**src/hw/rtl/nlrp_pkg.sv**
```systemverilog
// Package for the note loop recorder and player: operation codes and the stored note record.
`default_nettype none

package nlrp_pkg;

  // Operation codes carried by each input item.
  typedef enum logic [2:0] {
    OP_TICK   = 3'd0,
    OP_ADD    = 3'd1,
    OP_REC_ON = 3'd2,
    OP_REC_OFF = 3'd3,
    OP_MUTE   = 3'd4,
    OP_UNMUTE = 3'd5
  } op_e;

  // Attributes of one stored note.
  typedef struct packed {
    logic [3:0] chan;
    logic [6:0] vel;
    logic [6:0] pitch;
  } note_attr_t;

  // One stored note: start and end stamps relative to the record start.
  typedef struct packed {
    logic [31:0] start_ms;
    logic [31:0] end_ms;
    note_attr_t  attr;
  } note_rec_t;

endpackage

`default_nettype wire

```
**src/hw/rtl/nlrp_ctrl.sv**
```systemverilog
// Control: input register, recorder and player state, single-pass item logic and result register.
`default_nettype none

module nlrp_ctrl #(
  parameter  int MAX_NOTES = 256,
  localparam int IdxW      = (MAX_NOTES > 1) ? $clog2(MAX_NOTES) : 1
) (
  input  wire                  clk_i,
  input  wire                  rst_ni,
  input  wire                  start_i,
  output logic                 busy_o,
  input  wire  [2:0]           operation_i,
  input  wire  [31:0]          now_ms_i,
  input  wire  [31:0]          note_duration_i,
  input  wire  [6:0]           note_pitch_i,
  input  wire  [6:0]           note_velocity_i,
  input  wire  [3:0]           note_channel_i,
  output logic                 wr_en_o,
  output logic [IdxW-1:0]      wr_addr_o,
  output nlrp_pkg::note_rec_t  wr_data_o,
  output logic [IdxW-1:0]      rd_addr_o,
  input  nlrp_pkg::note_rec_t  rd_data_i,
  output logic                 done_o,
  output logic                 emit_event_o,
  output logic                 event_is_off_o,
  output logic [3:0]           event_channel_o,
  output logic [6:0]           event_pitch_o,
  output logic [6:0]           event_velocity_o,
  output logic                 is_recording_o,
  output logic                 is_muted_o,
  output logic [31:0]          loop_length_ms_o
);

  localparam int CntW = $clog2(MAX_NOTES + 1);
  localparam int PosW = $clog2(2 * MAX_NOTES + 1);

  // Input register.
  logic        in_vld_q;
  logic [2:0]  op_q;
  logic [31:0] now_q, dur_q;
  logic [6:0]  pitch_q, vel_q;
  logic [3:0]  chan_q;
  logic        ready_q;

  // Recorder and player state.
  logic [CntW-1:0] count_q, count_d;
  logic [PosW-1:0] pos_q, pos_d;
  logic            rec_q, rec_d;
  logic            mute_q, mute_d;
  logic [31:0]     rstart_q, rstart_d;
  logic [31:0]     pbstart_q, pbstart_d;
  logic [31:0]     len_q, len_d;

  // Per-item results.
  logic                 emit, is_off;
  nlrp_pkg::note_attr_t attr;
  logic                 wrap;
  logic [PosW-1:0]      cur_pos, rd_pos;
  logic [31:0]          cur_pb, stamp, due, rel;

  // Result register.
  logic                 done_q, emit_q, off_q, rec_out_q, mute_out_q;
  nlrp_pkg::note_attr_t attr_q;
  logic [31:0]          len_out_q;

  // The block is busy out of reset until ready_q is set, and ready from then on.
  always_ff @(posedge clk_i or negedge rst_ni) begin
    if (!rst_ni) begin
      ready_q <= 1'b0;
    end else begin
      ready_q <= 1'b1;
    end
  end
  assign busy_o = ~ready_q;

  // Capture an accepted item.
  always_ff @(posedge clk_i or negedge rst_ni) begin
    if (!rst_ni) begin
      in_vld_q <= 1'b0;
    end else begin
      in_vld_q <= start_i & ready_q;
    end
  end

  always_ff @(posedge clk_i) begin
    if (start_i && ready_q) begin
      op_q    <= operation_i;
      now_q   <= now_ms_i;
      dur_q   <= note_duration_i;
      pitch_q <= note_pitch_i;
      vel_q   <= note_velocity_i;
      chan_q  <= note_channel_i;
    end
  end

  // Work out the effect of the item held in the input register.
  always_comb begin
    count_d   = count_q;
    pos_d     = pos_q;
    rec_d     = rec_q;
    mute_d    = mute_q;
    rstart_d  = rstart_q;
    pbstart_d = pbstart_q;
    len_d     = len_q;
    emit      = 1'b0;
    is_off    = 1'b0;
    attr      = '0;
    wr_en_o   = 1'b0;
    wr_addr_o = count_q[IdxW-1:0];
    rel       = now_q - rstart_q;
    wr_data_o = '{start_ms: rel, end_ms: rel + dur_q,
                  attr: '{chan: chan_q, vel: vel_q, pitch: pitch_q}};
    wrap      = (pos_q >= (PosW'(count_q) << 1));
    cur_pos   = wrap ? '0 : pos_q;
    cur_pb    = wrap ? now_q : pbstart_q;
    stamp     = cur_pos[0] ? rd_data_i.end_ms : rd_data_i.start_ms;
    due       = stamp + cur_pb;
    if (in_vld_q) begin
      unique case (op_q)
        nlrp_pkg::OP_TICK: begin
          if (!rec_q && !mute_q && (count_q != '0)) begin
            pbstart_d = cur_pb;
            pos_d     = cur_pos;
            if (due <= now_q) begin
              emit   = 1'b1;
              is_off = cur_pos[0];
              attr   = rd_data_i.attr;
              pos_d  = cur_pos + PosW'(1);
            end
          end
        end
        nlrp_pkg::OP_ADD: begin
          if (rec_q && (count_q < CntW'(MAX_NOTES))) begin
            wr_en_o = 1'b1;
            count_d = count_q + CntW'(1);
          end
        end
        nlrp_pkg::OP_REC_ON: begin
          count_d  = '0;
          pos_d    = '0;
          mute_d   = 1'b1;
          rec_d    = 1'b1;
          rstart_d = now_q;
        end
        nlrp_pkg::OP_REC_OFF: begin
          rec_d     = 1'b0;
          mute_d    = 1'b0;
          pbstart_d = now_q;
          len_d     = rel;
        end
        nlrp_pkg::OP_MUTE: begin
          mute_d = 1'b1;
        end
        nlrp_pkg::OP_UNMUTE: begin
          mute_d = 1'b0;
        end
        default: begin
        end
      endcase
    end
  end

  // Read ahead the note that the next tick will look at, from the state after this item.
  always_comb begin
    rd_pos    = (pos_d >= (PosW'(count_d) << 1)) ? '0 : pos_d;
    rd_addr_o = rd_pos[IdxW:1];
  end

  // State registers.
  always_ff @(posedge clk_i or negedge rst_ni) begin
    if (!rst_ni) begin
      count_q   <= '0;
      pos_q     <= '0;
      rec_q     <= 1'b0;
      mute_q    <= 1'b1;
      rstart_q  <= '0;
      pbstart_q <= '0;
      len_q     <= '0;
    end else begin
      count_q   <= count_d;
      pos_q     <= pos_d;
      rec_q     <= rec_d;
      mute_q    <= mute_d;
      rstart_q  <= rstart_d;
      pbstart_q <= pbstart_d;
      len_q     <= len_d;
    end
  end

  // Result register: strobe for one cycle per item.
  always_ff @(posedge clk_i or negedge rst_ni) begin
    if (!rst_ni) begin
      done_q <= 1'b0;
    end else begin
      done_q <= in_vld_q;
    end
  end

  always_ff @(posedge clk_i) begin
    if (in_vld_q) begin
      emit_q     <= emit;
      off_q      <= is_off;
      attr_q     <= attr;
      rec_out_q  <= rec_d;
      mute_out_q <= mute_d;
      len_out_q  <= len_d;
    end
  end

  assign done_o           = done_q;
  assign emit_event_o     = emit_q;
  assign event_is_off_o   = off_q;
  assign event_channel_o  = attr_q.chan;
  assign event_pitch_o    = attr_q.pitch;
  assign event_velocity_o = attr_q.vel;
  assign is_recording_o   = rec_out_q;
  assign is_muted_o       = mute_out_q;
  assign loop_length_ms_o = len_out_q;

endmodule

`default_nettype wire

```
**config.mk**
```make
export PLATFORM = sky130hd
export DESIGN_NAME = nlrp_ctrl
export DESIGN_NICKNAME = d
export VERILOG_FILES = /design/src/hw/rtl/nlrp_pkg.sv /design/src/hw/rtl/nlrp_ctrl.sv
export SDC_FILE = /design/constraint.sdc
export NUM_CORES = 1
export LEC_CHECK = 0
export BUFFER_PORTS_ARGS = -buffer_cell sky130_fd_sc_hd__buf_2
export CORE_MARGIN = 5
export CORE_UTILIZATION = 50
export DETAILED_ROUTE_END_ITERATION = 8
export PLACE_DENSITY_LB_ADDON = 0.1
export SETUP_SLACK_MARGIN = 0.3
export SLEW_MARGIN = 40
export SYNTH_ARGS = -nofsm -noshare
export SYNTH_HDL_FRONTEND = slang
export SYNTH_SLANG_ARGS = --single-unit
```
**constraint.sdc**
```tcl
create_clock -name clk_i -period 10.5 [get_ports clk_i]
set_input_delay 2.1 -clock clk_i [delete_from_list [all_inputs] [get_ports clk_i]]
set_output_delay 2.1 -clock clk_i [all_outputs]
set_load 0.1 [all_outputs]
```
==> flow_summary.ini, run 1 <==
[yosys]
synth_seq_cells = 259
postSynthAreaPerCell_sq_um = 10.19
synth_top_area_cell = edfxtp_1
synth_area_leaders = edfxtp_1, dfrtp_1, ha_1, mux2_2, nand2_1
ys_types = 85
ys_seq_area_share_pct = 44.47
synthCells = 1584
ys_warn_count = 0
ys_async_sr_fraction_pct = 46.33
synth_edf_count = 139
synth_top_area_share_pct = 25.86
syn_nets = 1904
ys.flop_type = edfxtp_1
syn_area_sq_mm = 0.01614

[final_layout]
fin_area_sq_mm = 0.02102
nFillCells = 2658
layout.nets = 2377
layout_commonest_cell = buf_2
drive_gt1_share_pct = 34.09
final_cell_mix = buf_2, nand2_1, buf_4
syn_to_final_growth_pct = 30.18
antennaDiodeCount = 0

[floorplan]
die-area_sq_mm = 0.03598
io_pins = 325
dieHeight_microns = 189.7
die_w_microns = 189.7
floorplan.core_area_sq_mm = 0.03172
rows = 65
start_util_pct = 50.90

[sta]
tightest_slew_ns = 0.7937
finalWorstSetupSlack_ns = -0.4146
slew_headroom_pct = 47.09
skew_ns = 0.01106
period_share_pct = 103.9
finalMaxSlewViolations = 0
setup_viol = 8
final-hold-violation-count = 0
fin_setup_tns_ns = -3.222
fin_crit_ns = 10.91
rsz0062_at_grt = yes
clock.fmax_ghz = 0.09162

[clocking]
cts_tree = built
htreeDepth = 1
cts_root_buffer = clkbuf_16
clock_path_buffers = 3
clock_sinks = 259
cts-buffers-inserted = 29
hold_buffers = 0
clk_pin_slew_ns = 0.07
worst_skew_pair.late_latency_ns = 0.55

[worst_setup_path]
max_stage_delay_ns = 0.55
crit_path_end_kind = output pin
worstPathMaxFanout = 7
path_common_cell = a21o_1
cp-start-kind = flop
cp_num_buf_inv = 7
required_ns = 8.40
criticalPathCategory = reg2out
critPathTopFamily = compound AO/OA/AOI/OAI gates
slowest_stage = or4b_4
cp.arrival_ns = 8.81

[global_route]
grt_max_degree = 70
grt_pass1_wl_microns = 73390
grt.total_usage_pct = 25.28
antenna_found_initial = 0
overflow = 0
grt_pass1_vias = 13930

[route]
via_count = 13730
routed_wirelength_microns = 47010
drt-initial-drc-count = 696
drc_errors = 0
ant_nets = 0
wl_per_cell_microns = 18.94
drt_first_pass_iters = 7
vias_per_cell = 5.531

[run_status]
outcome = complete, but fails checks
violations = setup timing

[placed_design]
hpwlAfterDp_microns = 36290
io_buffers = 324
post_dp_cell_area_sq_mm = 0.01939
globalplace.congestion = 0.9315

[power_and_ir_drop]
p_per_area_mw_per_mm2 = 335.4
cellLeakagePower_nw = 9.761
ir_worst_vdd_v = 0.0003723

[min_path]
worst_hold_path_type = reg2reg

[flow_run]
max-cap-violations = 0
## layout make-up
cell class / count / area [sq um] / share of cell area, %
multi-input cells: 1148 / 8798 / 41.87
flip-flops and latches: 259 / 7179 / 34.16
repair buffers: 488 / 3078 / 14.65
clock buffers: 39 / 813.3 / 3.870
well taps: 402 / 503.0 / 2.393
inverters: 131 / 491.7 / 2.340
clock inverters: 15 / 151.4 / 0.7204
## worst paths after layout
path / from / end / slack [ns] / cells past startpoint
max: pos_q[1] / rd_addr_o[7] / -0.41 / 42
min: len_q[3] / len_q[3] / 0.47 / 2
max reg2reg: pos_q[1] / pos_q[7] / 3.76 / 33
min reg2reg: len_q[3] / len_q[3] / 0.47 / 2
max in group asynchronous: rst_ni / pos_q[2] / 7.85 / 2
min in group asynchronous: rst_ni / done_o / 1.53 / 1
## registers in the layout (all words and copies together), names as in the netlist, 9 cells and up
signal / flops
dur_q: 32
len_q: 32
loop_length_ms_o: 32
now_q: 32
pbstart_q: 32
rstart_q: 32
pos_q: 10
count_q: 9
## cell usage after synthesis (32+ instances only)
library cell  instances
mux2_2               78
xnor2_1              54
nor2_1               65
o21ai_0             122
clkbuf_1             32
inv_1               130
edfxtp_1            139
a21oi_1              94
nand2_1             178
ha_1                147
dfrtp_1             119
a21o_1               62
## cell families after synthesis
family,after synthesis,share of synthesized area [%]
other,1,0.02323
adders and majority gates,150,11.77
DFF,259,44.47
AOI/OAI and AO/OA,423,17.22
xor gates and xnor gates,74,4.100
buffers and inverters,177,4.457
and+or+nand+nor,418,12.28
muxes,82,5.689
## per-stage QoR
step | setup WS [ns] | hold slack, ns | util [%] | total power [W] | std cells
2_1_floorplan | -0.3500 | 0.4355 | - | 0.004538 | 1584
3_3_place_gp | -0.2942 | 0.4489 | 61.02 | 0.005662 | 2400
3_5_place_dp | -0.4554 | 0.4570 | 61.13 | 0.005703 | 2402
4_1_cts | -0.5443 | 0.4752 | 65.36 | 0.006921 | 2473
5_1_grt | -0.7888 | 0.5065 | 66.26 | 0.007468 | 2482
6_report | -0.4146 | 0.4718 | 66.26 | 0.007048 | 2482
## layer usage
layer | share of wire (%) | up-vias | global-route usage, % | wire length (microns)
met5 | 0 | - | 0 | 0
met4 | 3.6 | 0 | 8.180 | 1713
met3 | 4.8 | 96 | 3.468 | 2255
met2 | 50 | 393 | 45.44 | 23720
met1 | 41 | 6534 | 31.54 | 19320
li1 | - | 6706 | - | -
## worst reg2reg max path, delay by kind of cell (launching register included)
kind            cells  cell delay, ns
compound gates     12            2.41
buf+inv             8            1.07
simple gates        9            1.68
flops               1            0.36
mux                 1            0.36
fa+ha+maj           3            0.73
## report_power, final
part | leakage [nW] | internal [W] | switching [W] | total (W)
sequential | 2.83 | 0.00124 | 0.0000587 | 0.00130
combinational | 6.46 | 0.00166 | 0.00307 | 0.00473
clock | 0.477 | 0.000597 | 0.000427 | 0.00102
total | 9.76 | 0.00349 | 0.00355 | 0.00705
## what timing repair did
action | CTS | global route
setup endpoints to repair | 8 | 8
pin swaps | 26 | 38
resized for setup | 40 | 42
buffers inserted | 16 | 9
gates cloned | 1 | 0
Power figures use the tool's default switching activity.
==> run 2: changes to the inputs <==
--- a/config.mk
+++ b/config.mk
@@ -8,6 +8,7 @@
 export BUFFER_PORTS_ARGS = -buffer_cell sky130_fd_sc_hd__buf_2
 export CORE_MARGIN = 5
 export CORE_UTILIZATION = 50
+export CTS_BUF_LIST = sky130_fd_sc_hd__clkbuf_4
 export DETAILED_ROUTE_END_ITERATION = 8
 export PLACE_DENSITY_LB_ADDON = 0.1
 export SETUP_SLACK_MARGIN = 0.3
==> flow_summary.ini, run 2 (synthesized netlist as in run 1, its figures left out) <==
[worst_setup_path]
worstPathMaxFanout = 7
crit_path_end_kind = output pin
rr_worst_depth = 32
r2r_end = pos_q[7]
rr_startpoint = pos_q[2]
path_common_cell = a21o_1
cp.arrival_ns = 8.98
cp-startpoint = pos_q[2]
max_stage_delay_ns = 0.54
required_ns = 8.40
slowest_stage = or4_1
r2r_setup_slack_ns = 3.70
criticalPathCategory = reg2out
cp-start-kind = flop

[sta]
skew_ns = 0.06416
slew_headroom_pct = 45.09
fin_setup_tns_ns = -4.539
tightest_slew_ns = 0.8216
final-hold-violation-count = 0
fin_crit_ns = 11.08
finalMaxSlewViolations = 0
finalWorstSetupSlack_ns = -0.5794
period_share_pct = 105.5
clock.fmax_ghz = 0.09026
setup_viol = 8
rsz0062_at_grt = yes

[global_route]
antenna_found_initial = 1
grt_pass1_vias = 14260
grt_util_met1_pct = 31.50
met2_usage_pct = 45.93
grt.total_usage_pct = 25.77
overflow = 0
busiest_layer = met2
grt_pass1_wl_microns = 74290
grt_util_met3_pct = 4.624
grt_max_degree = 70

[run_status]
outcome = complete, but fails checks
violations = setup timing

[placed_design]
globalplace.congestion = 0.9315
hpwlAfterDp_microns = 36290
io_buffers = 324

[final_layout]
layout.nets = 2416
syn_to_final_growth_pct = 29.79
drive_gt1_share_pct = 36.17
layout_commonest_cell = buf_2
final_cell_mix = buf_2, nand2_1, buf_4

[route]
ant_nets = 0
wl_per_cell_microns = 18.53
via_count = 13920
routed_wirelength_microns = 47370
vias_per_cell = 5.444
drt_first_pass_iters = 5
drc_errors = 0
drt-initial-drc-count = 678

[floorplan]
rows = 65
die_w_microns = 189.7
die-area_sq_mm = 0.03598
dieHeight_microns = 189.7
io_pins = 325
floorplan.core_area_sq_mm = 0.03172
start_util_pct = 50.90

[min_path]
hold_end = len_q[21]
whs_path_depth = 2
worst_hold_path_type = reg2reg
hold_path_startpoint = len_q[21]

[clocking]
hold_buffers = 0
cts_root_buffer = clkbuf_4
worst_skew_pair.late_latency_ns = 0.72
htreeDepth = 3
clk_pin_slew_ns = 0.06
clock_sinks = 259
clock_path_buffers = 3
cts_tree = built
cts-buffers-inserted = 71

[power_and_ir_drop]
cellLeakagePower_nw = 9.835
p_per_area_mw_per_mm2 = 332.2
ir_worst_vdd_v = 0.0003724
power.total_w = 0.006960

[flow_run]
max-cap-violations = 0
run 2: how the worst max path moves through the flow:
stage	slack, ns	cells past startpoint	end
floorplan	-0.35	32	rd_addr_o[2]
global placement	-0.29	32	rd_addr_o[2]
detailed placement	-0.46	31	rd_addr_o[2]
CTS	-0.69	42	rd_addr_o[7]
global route	-1.03	40	rd_addr_o[5]
finish	-0.58	41	rd_addr_o[7]
run 2: area by class of cell:
cell class	count	area, sq um
clock inverter	16	120.1
inverter	131	491.7
tap	402	503.0
sequential	259	7179
antenna	1	2.502
fill	2695	10770
clock buffer	115	863.3
multi-input combinational	1148	8743
timing repair buffer	485	3048
run 2: routing by layer:
metal | wire [microns] | share of wire, %
met4 | 1348 | 2.8
met2 | 24380 | 51
met5 | 0 | 0
met3 | 2310 | 4.9
met1 | 19340 | 41
run 2: worst max-delay path, delay by kind of cell (launching register included):
family          cells  cell delay, ns
buf+inv             7            1.08
xor+xnor            1            0.08
compound gates     24            4.36
flops               1            0.41
mux                 1            0.35
simple gates        4            0.82
fa+ha+maj           4            1.17
run 2: power by group:
group | leakage (nW) | internal, W | total, W | switching (W)
registers | 2.83 | 0.00124 | 0.00129 | 0.0000582
clock network | 0.595 | 0.000546 | 0.000984 | 0.000438
logic | 6.42 | 0.00163 | 0.00468 | 0.00305
total | 9.84 | 0.00342 | 0.00696 | 0.00355
run 2: per-stage QoR:
step | utilization [%] | instances | area [sq um] | hold slack, ns | setup WS, ns
floorplan | - | 1584 | 16290 | 0.4355 | -0.3500
global placement | 61.02 | 2400 | 19350 | 0.4489 | -0.2942
detailed placement | 61.13 | 2402 | 19390 | 0.4570 | -0.4554
CTS | 65.40 | 2550 | 20740 | 0.4725 | -0.6855
global route | 66.06 | 2557 | 20950 | 0.4942 | -1.028
finish | 66.06 | 2557 | 20950 | 0.4717 | -0.5794
run 2: repair_timing:
action | CTS | global route
endpoints found under the setup margin | 8 | 8
setup buffers | 16 | 6
endpoints found under the hold margin | 0 | 0
pin swaps | 12 | 36
resized for setup | 37 | 34
cloned | 1 | 0
